<file path="src/hw/rtl/flow_sequence_gap_monitor_unit_defines.svh">
// Assertion macros shared by the monitor's RTL files.
`ifndef FLOW_SEQUENCE_GAP_MONITOR_UNIT_DEFINES_SVH
`define FLOW_SEQUENCE_GAP_MONITOR_UNIT_DEFINES_SVH

// Same-cycle implication, checked while reset is released.
`define FSGM_ASSERT_IMP(label, clk, rst_n, ante, cons, msg) \
	label: assert property (@(posedge clk) disable iff (!rst_n) (ante) |-> (cons)) \
		else $error(msg);

// Next-cycle implication, checked while reset is released.
`define FSGM_ASSERT_NXT(label, clk, rst_n, ante, cons, msg) \
	label: assert property (@(posedge clk) disable iff (!rst_n) (ante) |=> (cons)) \
		else $error(msg);

`endif

</file>
<file path="src/hw/rtl/fsgm_pkg.sv">
package fsgm_pkg;

	// Widest flow index the table supports (64 flows).
	localparam int unsigned IDX_W_MAX = 6;
	// A scan reports at most this many flows.
	localparam int unsigned MAX_REPORTS = 16;
	// Depth of the job queue between front and back.
	localparam int unsigned QDEPTH = 2;
	localparam logic [31:0] TIMEOUT_RESET = 32'd2000;

	localparam logic [1:0] OP_PACKET = 2'd0;
	localparam logic [1:0] OP_TICK   = 2'd1;
	localparam logic [1:0] OP_SCAN   = 2'd2;

	localparam logic RES_PACKET = 1'b0;
	localparam logic RES_SCAN   = 1'b1;

	typedef enum logic [1:0] {
		JOB_PKT,
		JOB_FULL,
		JOB_TICK,
		JOB_SCAN
	} job_kind_t;

	typedef struct packed {
		job_kind_t              kind;
		logic [IDX_W_MAX-1:0]   idx;
		logic                   fresh;
		logic [31:0]            seq_id;
	} job_t;

	typedef enum logic [2:0] {
		BK_IDLE,
		BK_PKT,
		BK_SCAN,
		BK_DRAIN,
		BK_FLUSH
	} back_state_t;

endpackage

</file>
<file path="src/hw/rtl/flow_sequence_gap_monitor_unit.sv">
// A packet request goes through the front register, the job queue, the pop with its RAM read,
// the BK_PKT state and the result registers; a full-table report is emitted at the pop.
// A tick completes at the pop; a scan reads each flow RAM entry once, then drains and flushes.
// A two-entry job queue lets the front accept while the back end works; busy rises when full.
// Reset clears the flow table, the tick counter and sets the timeout to 2000; no clearing pass.
// Reports cannot be stalled: each one is on the result ports for exactly one cycle.

module flow_sequence_gap_monitor_unit import fsgm_pkg::*; #(
	parameter int FLOWS = 16
) (
	input  logic        clk,
	input  logic        arst_n,
	input  logic        start,
	output logic        busy,
	input  logic [1:0]  opcode,
	input  logic [31:0] src_addr,
	input  logic [15:0] src_port,
	input  logic [31:0] seq_id,
	input  logic        cfg_we,
	input  logic [31:0] cfg_wdata,
	output logic        res_valid,
	output logic        kind,
	output logic [3:0]  flow_index,
	output logic        table_full,
	output logic        discovered,
	output logic        missed,
	output logic [31:0] missed_from,
	output logic [31:0] missed_to,
	output logic        timed_out,
	output logic [31:0] elapsed,
	output logic        last
);

	// The front end registers each request, matches the sender key against the
	// key table in parallel, and turns the request into a job: a packet for a known
	// or newly inserted flow, a rejected packet when the table is full, a tick or a
	// scan. Opcode three is dropped there and never reaches the queue.
	logic q_full;
	logic q_empty;
	logic push;
	logic pop;
	job_t push_job;
	job_t head_job;

	fsgm_front #(
		.FLOWS (FLOWS)
	) u_front (
		.clk      (clk),
		.arst_n   (arst_n),
		.start    (start),
		.busy     (busy),
		.opcode   (opcode),
		.src_addr (src_addr),
		.src_port (src_port),
		.seq_id   (seq_id),
		.q_full   (q_full),
		.push     (push),
		.push_job (push_job)
	);

	// Jobs are carried out strictly in order, so a tick or scan always sees the
	// table exactly as the earlier requests left it.
	fsgm_queue u_queue (
		.clk      (clk),
		.arst_n   (arst_n),
		.push     (push),
		.push_job (push_job),
		.full     (q_full),
		.pop      (pop),
		.empty    (q_empty),
		.head     (head_job)
	);

	// The back end owns the tick counter, the timeout register and the RAM with
	// each flow's last id and arrival tick. It does the read-modify-write for a
	// packet and walks the RAM for a scan, holding one report back so that the
	// final one of the scan can carry the last marker.
	fsgm_back #(
		.FLOWS (FLOWS)
	) u_back (
		.clk         (clk),
		.arst_n      (arst_n),
		.cfg_we      (cfg_we),
		.cfg_wdata   (cfg_wdata),
		.empty       (q_empty),
		.head        (head_job),
		.pop         (pop),
		.res_valid   (res_valid),
		.kind        (kind),
		.flow_index  (flow_index),
		.table_full  (table_full),
		.discovered  (discovered),
		.missed      (missed),
		.missed_from (missed_from),
		.missed_to   (missed_to),
		.timed_out   (timed_out),
		.elapsed     (elapsed),
		.last        (last)
	);

endmodule

</file>
<file path="src/hw/rtl/fsgm_ram.sv">
module fsgm_ram import fsgm_pkg::*; #(
	parameter int WIDTH = 64,
	parameter int DEPTH = 16
) (
	input  logic                                clk,
	input  logic                                we,
	input  logic [((DEPTH > 1) ? $clog2(DEPTH) : 1)-1:0] waddr,
	input  logic [WIDTH-1:0]                    wdata,
	input  logic [((DEPTH > 1) ? $clog2(DEPTH) : 1)-1:0] raddr,
	output logic [WIDTH-1:0]                    rdata
);

	logic [WIDTH-1:0] mem_q [DEPTH];
	logic [WIDTH-1:0] rdata_q;

	always_ff @(posedge clk) begin
		if (we) begin
			mem_q[waddr] <= wdata;
		end
		rdata_q <= mem_q[raddr];
	end

	assign rdata = rdata_q;

endmodule

</file>
<file path="src/hw/rtl/fsgm_front.sv">
module fsgm_front import fsgm_pkg::*; #(
	parameter int FLOWS = 16
) (
	input  logic        clk,
	input  logic        arst_n,
	input  logic        start,
	output logic        busy,
	input  logic [1:0]  opcode,
	input  logic [31:0] src_addr,
	input  logic [15:0] src_port,
	input  logic [31:0] seq_id,
	input  logic        q_full,
	output logic        push,
	output job_t        push_job
);

	localparam int IW = (FLOWS > 1) ? $clog2(FLOWS) : 1;
	localparam int CW = IW + 1;

	logic              vld_s1;
	logic [1:0]        op_s1;
	logic [31:0]       addr_s1;
	logic [15:0]       port_s1;
	logic [31:0]       id_s1;

	logic [31:0]       key_addr_q [FLOWS];
	logic [15:0]       key_port_q [FLOWS];
	logic [CW-1:0]     fill_q;

	logic              accept;
	logic              drop;
	logic              s1_done;
	logic              hit;
	logic              full;
	logic              insert;
	logic [FLOWS-1:0]  match;
	logic [IW-1:0]     hit_idx;

	assign accept  = start && !busy;
	assign busy    = vld_s1 && q_full;
	assign s1_done = vld_s1 && (drop || !q_full);
	assign push    = vld_s1 && !q_full && !drop;
	assign hit     = |match;
	assign full    = (fill_q == CW'(FLOWS));
	assign insert  = push && (op_s1 == OP_PACKET) && !hit && !full;

	// Key match against every stored sender; keys are unique so at most one hits.
	always_comb begin
		match   = '0;
		hit_idx = '0;
		for (int i = 0; i < FLOWS; i++) begin
			if ((CW'(i) < fill_q) && (key_addr_q[i] == addr_s1) &&
			    (key_port_q[i] == port_s1)) begin
				match[i] = 1'b1;
				hit_idx  = hit_idx | IW'(i);
			end
		end
	end

	always_comb begin
		drop            = 1'b0;
		push_job.kind   = JOB_TICK;
		push_job.idx    = '0;
		push_job.fresh  = 1'b0;
		push_job.seq_id = id_s1;
		case (op_s1)
			OP_PACKET: begin
				if (hit) begin
					push_job.kind = JOB_PKT;
					push_job.idx  = IDX_W_MAX'(hit_idx);
				end else if (full) begin
					push_job.kind = JOB_FULL;
				end else begin
					push_job.kind  = JOB_PKT;
					push_job.idx   = IDX_W_MAX'(fill_q[IW-1:0]);
					push_job.fresh = 1'b1;
				end
			end
			OP_TICK: push_job.kind = JOB_TICK;
			OP_SCAN: push_job.kind = JOB_SCAN;
			default: drop = 1'b1;
		endcase
	end

	always_ff @(posedge clk or negedge arst_n) begin
		if (!arst_n) begin
			vld_s1 <= 1'b0;
			fill_q <= '0;
		end else begin
			if (accept) begin
				vld_s1 <= 1'b1;
			end else if (s1_done) begin
				vld_s1 <= 1'b0;
			end
			if (insert) begin
				fill_q <= fill_q + CW'(1);
			end
		end
	end

	always_ff @(posedge clk) begin
		if (accept) begin
			op_s1   <= opcode;
			addr_s1 <= src_addr;
			port_s1 <= src_port;
			id_s1   <= seq_id;
		end
		if (insert) begin
			key_addr_q[fill_q[IW-1:0]] <= addr_s1;
			key_port_q[fill_q[IW-1:0]] <= port_s1;
		end
	end

endmodule

</file>
<file path="src/hw/rtl/fsgm_queue.sv">
`include "flow_sequence_gap_monitor_unit_defines.svh"

module fsgm_queue import fsgm_pkg::*; (
	input  logic clk,
	input  logic arst_n,
	input  logic push,
	input  job_t push_job,
	output logic full,
	input  logic pop,
	output logic empty,
	output job_t head
);

	localparam int PW = (QDEPTH > 1) ? $clog2(QDEPTH) : 1;

	job_t          mem_q [QDEPTH];
	logic [PW-1:0] wr_ptr_q;
	logic [PW-1:0] rd_ptr_q;
	logic [PW:0]   cnt_q;

	assign full  = (cnt_q == (PW + 1)'(QDEPTH));
	assign empty = (cnt_q == '0);
	assign head  = mem_q[rd_ptr_q];

	always_ff @(posedge clk or negedge arst_n) begin
		if (!arst_n) begin
			wr_ptr_q <= '0;
			rd_ptr_q <= '0;
			cnt_q    <= '0;
		end else begin
			if (push) begin
				wr_ptr_q <= wr_ptr_q + PW'(1);
			end
			if (pop) begin
				rd_ptr_q <= rd_ptr_q + PW'(1);
			end
			if (push && !pop) begin
				cnt_q <= cnt_q + (PW + 1)'(1);
			end else if (pop && !push) begin
				cnt_q <= cnt_q - (PW + 1)'(1);
			end
		end
	end

	always_ff @(posedge clk) begin
		if (push) begin
			mem_q[wr_ptr_q] <= push_job;
		end
	end

	`FSGM_ASSERT_IMP(a_no_overflow, clk, arst_n, push, !full, "job pushed into a full queue")
	`FSGM_ASSERT_IMP(a_no_underflow, clk, arst_n, pop, !empty, "job popped from an empty queue")

endmodule

</file>
<file path="src/hw/rtl/fsgm_back.sv">
`include "flow_sequence_gap_monitor_unit_defines.svh"

module fsgm_back import fsgm_pkg::*; #(
	parameter int FLOWS = 16
) (
	input  logic        clk,
	input  logic        arst_n,
	input  logic        cfg_we,
	input  logic [31:0] cfg_wdata,
	input  logic        empty,
	input  job_t        head,
	output logic        pop,
	output logic        res_valid,
	output logic        kind,
	output logic [3:0]  flow_index,
	output logic        table_full,
	output logic        discovered,
	output logic        missed,
	output logic [31:0] missed_from,
	output logic [31:0] missed_to,
	output logic        timed_out,
	output logic [31:0] elapsed,
	output logic        last
);

	localparam int IW = (FLOWS > 1) ? $clog2(FLOWS) : 1;
	localparam int XW = IW + 4;
	localparam int FW = $clog2(MAX_REPORTS + 1);

	back_state_t       state_q;
	back_state_t       state_d;
	logic [31:0]       timeout_q;
	logic [31:0]       now_q;
	logic [FLOWS-1:0]  bvalid_q;
	job_t              cur_q;
	logic [IW-1:0]     cnt_q;
	logic              vld_s1;
	logic [IW-1:0]     idx_s1;
	logic              pend_vld_q;
	logic [IW-1:0]     pend_idx_q;
	logic [31:0]       pend_el_q;
	logic [FW-1:0]     found_q;

	logic              res_valid_q;
	logic              kind_q;
	logic [3:0]        flow_index_q;
	logic              table_full_q;
	logic              discovered_q;
	logic              missed_q;
	logic [31:0]       missed_from_q;
	logic [31:0]       missed_to_q;
	logic              timed_out_q;
	logic [31:0]       elapsed_q;
	logic              last_q;

	logic [IW-1:0]     raddr;
	logic              we;
	logic [IW-1:0]     waddr;
	logic [63:0]       wdata;
	logic [63:0]       rdata;

	logic [31:0]       stored_id;
	logic [31:0]       stored_t;
	logic [31:0]       prev_id;
	logic              pk_disc;
	logic [31:0]       eff_id;
	logic              pk_miss;
	logic [31:0]       pk_el;
	logic [31:0]       sc_el;
	logic              sc_hit;

	logic              emit;
	logic              e_kind;
	logic [IW-1:0]     e_idx;
	logic              e_full;
	logic              e_disc;
	logic              e_miss;
	logic [31:0]       e_from;
	logic [31:0]       e_to;
	logic              e_tout;
	logic [31:0]       e_el;
	logic              e_last;
	logic [XW-1:0]     e_idx_ext;

	// Each entry holds {last id, last arrival tick}.
	fsgm_ram #(
		.WIDTH (64),
		.DEPTH (FLOWS)
	) u_flow_ram (
		.clk   (clk),
		.we    (we),
		.waddr (waddr),
		.wdata (wdata),
		.raddr (raddr),
		.rdata (rdata)
	);

	// A freshly inserted flow has last id zero and last tick equal to now.
	assign stored_id = cur_q.fresh ? 32'd0 : rdata[63:32];
	assign stored_t  = cur_q.fresh ? now_q : rdata[31:0];
	assign prev_id   = cur_q.seq_id - 32'd1;
	assign pk_disc   = (stored_id == 32'd0);
	assign eff_id    = pk_disc ? prev_id : stored_id;
	assign pk_miss   = (eff_id != prev_id);
	assign pk_el     = now_q - stored_t;

	assign sc_el  = now_q - rdata[31:0];
	assign sc_hit = vld_s1 && bvalid_q[idx_s1] && (sc_el > timeout_q) &&
	                (found_q < FW'(MAX_REPORTS));

	always_comb begin
		state_d = state_q;
		case (state_q)
			BK_IDLE: begin
				if (!empty) begin
					case (head.kind)
						JOB_PKT:  state_d = BK_PKT;
						JOB_SCAN: state_d = BK_SCAN;
						default:  state_d = BK_IDLE;
					endcase
				end
			end
			BK_PKT:   state_d = BK_IDLE;
			BK_SCAN: begin
				if (cnt_q == IW'(FLOWS - 1)) begin
					state_d = BK_DRAIN;
				end
			end
			BK_DRAIN: state_d = BK_FLUSH;
			BK_FLUSH: state_d = BK_IDLE;
			default:  state_d = BK_IDLE;
		endcase
	end

	always_comb begin
		pop    = 1'b0;
		raddr  = cnt_q;
		we     = 1'b0;
		waddr  = cur_q.idx[IW-1:0];
		wdata  = {cur_q.seq_id, now_q};
		emit   = 1'b0;
		e_kind = RES_PACKET;
		e_idx  = '0;
		e_full = 1'b0;
		e_disc = 1'b0;
		e_miss = 1'b0;
		e_from = '0;
		e_to   = '0;
		e_tout = 1'b0;
		e_el   = '0;
		e_last = 1'b0;
		case (state_q)
			BK_IDLE: begin
				pop   = !empty;
				raddr = head.idx[IW-1:0];
				if (!empty && (head.kind == JOB_FULL)) begin
					emit   = 1'b1;
					e_full = 1'b1;
					e_last = 1'b1;
				end
			end
			BK_PKT: begin
				we     = 1'b1;
				emit   = 1'b1;
				e_idx  = cur_q.idx[IW-1:0];
				e_disc = pk_disc;
				e_miss = pk_miss;
				e_from = pk_miss ? eff_id + 32'd1 : 32'd0;
				e_to   = pk_miss ? prev_id : 32'd0;
				e_tout = (pk_el > timeout_q);
				e_el   = pk_el;
				e_last = 1'b1;
			end
			BK_SCAN, BK_DRAIN: begin
				// A new hit releases the held one, which is then not the final report.
				if (sc_hit && pend_vld_q) begin
					emit   = 1'b1;
					e_kind = RES_SCAN;
					e_idx  = pend_idx_q;
					e_tout = 1'b1;
					e_el   = pend_el_q;
				end
			end
			BK_FLUSH: begin
				if (pend_vld_q) begin
					emit   = 1'b1;
					e_kind = RES_SCAN;
					e_idx  = pend_idx_q;
					e_tout = 1'b1;
					e_el   = pend_el_q;
					e_last = 1'b1;
				end
			end
			default: begin
				pop = 1'b0;
			end
		endcase
	end

	assign e_idx_ext = XW'(e_idx);

	always_ff @(posedge clk or negedge arst_n) begin
		if (!arst_n) begin
			state_q     <= BK_IDLE;
			timeout_q   <= TIMEOUT_RESET;
			now_q       <= '0;
			bvalid_q    <= '0;
			cnt_q       <= '0;
			vld_s1      <= 1'b0;
			pend_vld_q  <= 1'b0;
			found_q     <= '0;
			res_valid_q <= 1'b0;
		end else begin
			state_q     <= state_d;
			res_valid_q <= emit;
			if (cfg_we) begin
				timeout_q <= cfg_wdata;
			end
			case (state_q)
				BK_IDLE: begin
					if (!empty) begin
						if (head.kind == JOB_TICK) begin
							now_q <= now_q + 32'd1;
						end
						if ((head.kind == JOB_PKT) && head.fresh) begin
							bvalid_q[head.idx[IW-1:0]] <= 1'b1;
						end
						if (head.kind == JOB_SCAN) begin
							cnt_q      <= '0;
							found_q    <= '0;
							pend_vld_q <= 1'b0;
						end
					end
				end
				BK_SCAN: begin
					cnt_q  <= cnt_q + IW'(1);
					vld_s1 <= 1'b1;
				end
				BK_DRAIN: vld_s1 <= 1'b0;
				BK_FLUSH: pend_vld_q <= 1'b0;
				default: vld_s1 <= 1'b0;
			endcase
			if (sc_hit) begin
				found_q    <= found_q + FW'(1);
				pend_vld_q <= 1'b1;
			end
		end
	end

	always_ff @(posedge clk) begin
		if ((state_q == BK_IDLE) && !empty) begin
			cur_q <= head;
		end
		if (state_q == BK_SCAN) begin
			idx_s1 <= cnt_q;
		end
		if (sc_hit) begin
			pend_idx_q <= idx_s1;
			pend_el_q  <= sc_el;
		end
		kind_q        <= e_kind;
		flow_index_q  <= e_idx_ext[3:0];
		table_full_q  <= e_full;
		discovered_q  <= e_disc;
		missed_q      <= e_miss;
		missed_from_q <= e_from;
		missed_to_q   <= e_to;
		timed_out_q   <= e_tout;
		elapsed_q     <= e_el;
		last_q        <= e_last;
	end

	assign res_valid   = res_valid_q;
	assign kind        = kind_q;
	assign flow_index  = flow_index_q;
	assign table_full  = table_full_q;
	assign discovered  = discovered_q;
	assign missed      = missed_q;
	assign missed_from = missed_from_q;
	assign missed_to   = missed_to_q;
	assign timed_out   = timed_out_q;
	assign elapsed     = elapsed_q;
	assign last        = last_q;

	`FSGM_ASSERT_IMP(a_scan_report_flags, clk, arst_n, res_valid_q && (kind_q == RES_SCAN), timed_out_q && !table_full_q && !discovered_q && !missed_q, "scan report with wrong flags")
	`FSGM_ASSERT_NXT(a_flush_clears_pending, clk, arst_n, state_q == BK_FLUSH, !pend_vld_q, "held scan report survived the flush")
	`FSGM_ASSERT_NXT(a_time_frozen_in_scan, clk, arst_n, state_q == BK_SCAN, $stable(now_q), "tick counter moved during a scan")

endmodule

</file>
<file path="config.mk">
export PLATFORM = sky130hd
export DESIGN_NAME = flow_sequence_gap_monitor_unit
export DESIGN_NICKNAME = d
export VERILOG_FILES = /design/src/hw/rtl/fsgm_pkg.sv /design/src/hw/rtl/flow_sequence_gap_monitor_unit.sv /design/src/hw/rtl/fsgm_ram.sv /design/src/hw/rtl/fsgm_front.sv /design/src/hw/rtl/fsgm_queue.sv /design/src/hw/rtl/fsgm_back.sv
export VERILOG_INCLUDE_DIRS = /design/src /design/src/hw/rtl
export SDC_FILE = /design/constraint.sdc
export NUM_CORES = 2
export LEC_CHECK = 0
export BUFFER_PORTS_ARGS = -buffer_cell sky130_fd_sc_hd__buf_4
export CAP_MARGIN = 0
export CORE_AREA = 2 2 556 697
export CTS_CLUSTER_SIZE = 14
export DETAILED_ROUTE_END_ITERATION = 8
export DIE_AREA = 0 0 558 699
export PLACE_DENSITY = 0.48
export SLEW_MARGIN = 40
export SYNTH_ARGS = -nofsm -noshare
export SYNTH_HDL_FRONTEND = slang
export SYNTH_HIERARCHICAL = 1
export SYNTH_SLANG_ARGS = --single-unit
</file>
<file path="constraint.sdc">
create_clock -name clk -period 13.6 [get_ports clk]
set_input_delay 0.68 -clock clk [delete_from_list [all_inputs] [get_ports clk]]
set_output_delay 0.68 -clock clk [all_outputs]
set_load 0.005 [all_outputs]
</file>
==> key figures <==
Critical path
  • WP depth: 26
  • Worst reg2reg endpoint: u_back/elapsed[31]
  • Reg2Reg Depth: 26
  • Number of buffers and inverters on the critical path: 4
  • Top delay family on crit path: compound AO/OA/AOI/OAI gates
  • CP max stage cell: dfrtp_1
  • Max incr delay on CP: a little under 700 ps
  • Critical path fanouts, max: 38
  • Worst path arrival time: 7230 ps
  • CP Class: register to register
  • R2r startpoint: u_back/now_q[0]
  • Worst Setup SP: u_back/now_q[0]
  • Crit path capture: u_back/elapsed[31]
  • R2r setup slk: between 7000 and 8000 ps
  • Critical path endpoint category: register
  • Worst EP required: approximately 14000 ps
  • CP Launch Type: register

Timing
  • Max-slew violation count: 0
  • Peak Freq: around 150 MHz
  • Final worst path period share: 47.6%
  • Slew margin rel.: 43.3%
  • Final WS setup: between 7000 and 8000 ps
  • Period minus WS final: approximately 6500 ps
  • Worst-Margin Slew: about 850 ps
  • Final setup violation count: 0
  • Final Hold Vio Count: 0
  • Post-route setup TNS: 0 ps
  • RSZ-0062 raised after global routing: false
  • Setup Skew: around 89 ps

Routing
  • Iter 0 DRT Violations: approximately 3600
  • # DRC: 0
  • Via count: 51300
  • Routed WL per cell: roughly 24 microns
  • Antenna viol nets, final: 0
  • DRT Pass-1 Iters: 5
  • Drt total wl: 271000 microns
  • Vias/cell: around 4.5

Worst hold path
  • Worst min path class: primary input to register

Power and ir drop
  • VDD IR max: 249 uV
  • Pwr Density: 204 nW/um^2
  • Total power: 23.0 mW
  • LEAKAGE: 38.1 nW

Floorplan
  • Ports: 226
  • Die ar.: 390000 sq um
  • Die W: around 560 microns
  • Core ar.: 384000 sq um
  • Die Y: between 600 and 700 microns
  • Initial core utilization: between 20 and 25%
  • # rows: about 260

Clock tree
  • CTS Buffer Depth: 4
  • H-Tree Depth: 5
  • Number of CTS-inserted buffers: between 200 and 300
  • CTS tree: built
  • CTS root buffer: clkbuf_16
  • Clock transition at path regs: approximately 60 ps
  • CTS Sinks: 2304
  • PostCTS Resize Cnt: 0
  • Clk_lat worst skew: 900 ps

Global route
  • Total track usage: 13.6%
  • GRT overflow: 0
  • Largest net degree at the start of global routing: 66
  • First-pass GRT wire length: 387000 microns
  • Vias in the first global route: about 53000
  • Initial antenna violation count: 14

Logic synthesis
  • Yosys warns: 6
  • Synth Cell Area: 95400 sq um
  • Synth Instances: 5639
  • Synth Net Count: 5895
  • Average size of a mapped cell: 16.9 sq um

Flow run
  • Max-Cap Viols: 0

Outcome
  • Outcome: finished, final reports clean

Layout
  • Final Cell Area: 113000 sq um
  • Final #Nets: 6400
  • Number of fill cells in the layout: 38000
  • Share of layout cells above drive strength 1: 19.0%
  • Area growth, synth to finish: 18.3%

Placement
  • Pre-CTS setup slack: 7070 ps
  • Final Wtd Congestion: 0.867
  • Port bufs: 225
  • Final HPWL DP: 161000 microns
  • Placement Cell Area: 103000 sq um
## cell type report
| type | instances | area [sq um] | share of cell area [%] |
|---|---|---|---|
| multi-input combinational | 2972 | 26500 | 23.4 |
| antenna | 7 | 17.5 | 0.0155 |
| sequential | 2304 | 67000 | 59.3 |
| clock buffer | 348 | 7190 | 6.37 |
| clock inverter | 124 | 1260 | 1.12 |
| timing repair buffer | 486 | 4090 | 3.63 |
| inverter | 118 | 448 | 0.397 |
| tap | 5140 | 6430 | 5.70 |
## worst min path at each step
stage / startpoint / to / cells after the start
global route: seq_id[30] / u_front/id_s1[30] / 1
floorplan: arst_n / u_back/bvalid_q[0] / 0
CTS: cfg_wdata[17] / u_back/timeout_q[17] / 3
detailed placement: u_front/id_s1[9] / u_queue/mem_q[1][9] / 0
finish: cfg_wdata[17] / u_back/timeout_q[17] / 3
global placement: u_back/pend_el_q[0] / u_back/elapsed[0] / 2
## stage by stage
step / util, % / hold slack, ps / std cells
2_1_floorplan: - / 384 / 5639
3_3_place_gp: 26.9 / 426 / 10900
3_5_place_dp: 26.9 / 435 / 10900
4_1_cts: 29.4 / 0.0426 / 11500
5_1_grt: 29.4 / 22.9 / 11500
6_report: 29.4 / 72.0 / 11500
## cell usage in the layout (no fill, tap or decap), types with 31 or more instances in the layout
| master | instances |
|---|---|
| a22o_1 | 36 |
| mux2i_1 | 37 |
| mux2_4 | 37 |
| xnor2_1 | 314 |
| clkbuf_1 | 61 |
| dfrtp_1 | 94 |
| clkbuf_16 | 267 |
| o21ai_0 | 84 |
| inv_1 | 114 |
| nand3_1 | 75 |
| a22oi_1 | 131 |
| dfxtp_1 | 170 |
| edfxtp_1 | 2029 |
| mux4_2 | 260 |
| a21oi_1 | 78 |
| nand4_1 | 112 |
| clkinv_1 | 31 |
| a21o_1 | 65 |
| nor4_1 | 152 |
| buf_4 | 369 |
| ha_1 | 136 |
| nor2_1 | 144 |
| nor3_1 | 48 |
| dlygate4sd3_1 | 90 |
| nor2_4 | 42 |
| clkinv_2 | 40 |
| nor2b_1 | 39 |
| nand2_1 | 218 |
| nand2b_1 | 32 |
| xor2_1 | 586 |
## routing by layer
layer / track usage (%) / share of wire [%]
met5: 0 / 0.010
met2: 24.1 / 51
met4: 3.60 / 2.5
met1: 17.1 / 42
met3: 1.97 / 4.4
## where the power goes
group	internal (mW)	total, mW	switching, mW
Sequential	8.63	9.22	0.587
Clock	4.04	6.97	2.93
Combinational	2.77	6.84	4.07
Total	15.4	23.0	7.59
## state kept, by name, summed over array words and instances (netlist names), 37 cells and up
name / cells
u_back/cur_q: 37
u_back/u_flow_ram/mem_q: 1024
u_back/u_flow_ram/rdata: 64
u_front/key_addr_q: 512
u_front/key_port_q: 256
u_queue/mem_q: 78
## tightest hold or removal path, delay by kind of cell
kind | cells | cell delay, ps
compound gates | 1 | 70
buf+inv | 1 | 70
simple gates | 1 | 60
## timing repair
action | CTS | global route
setup buffers | 0 | 0
hold buffers | 90 | 0
hold endpoints to repair | 147 | 0
No activity file was read; power rests on OpenSTA's default activity.
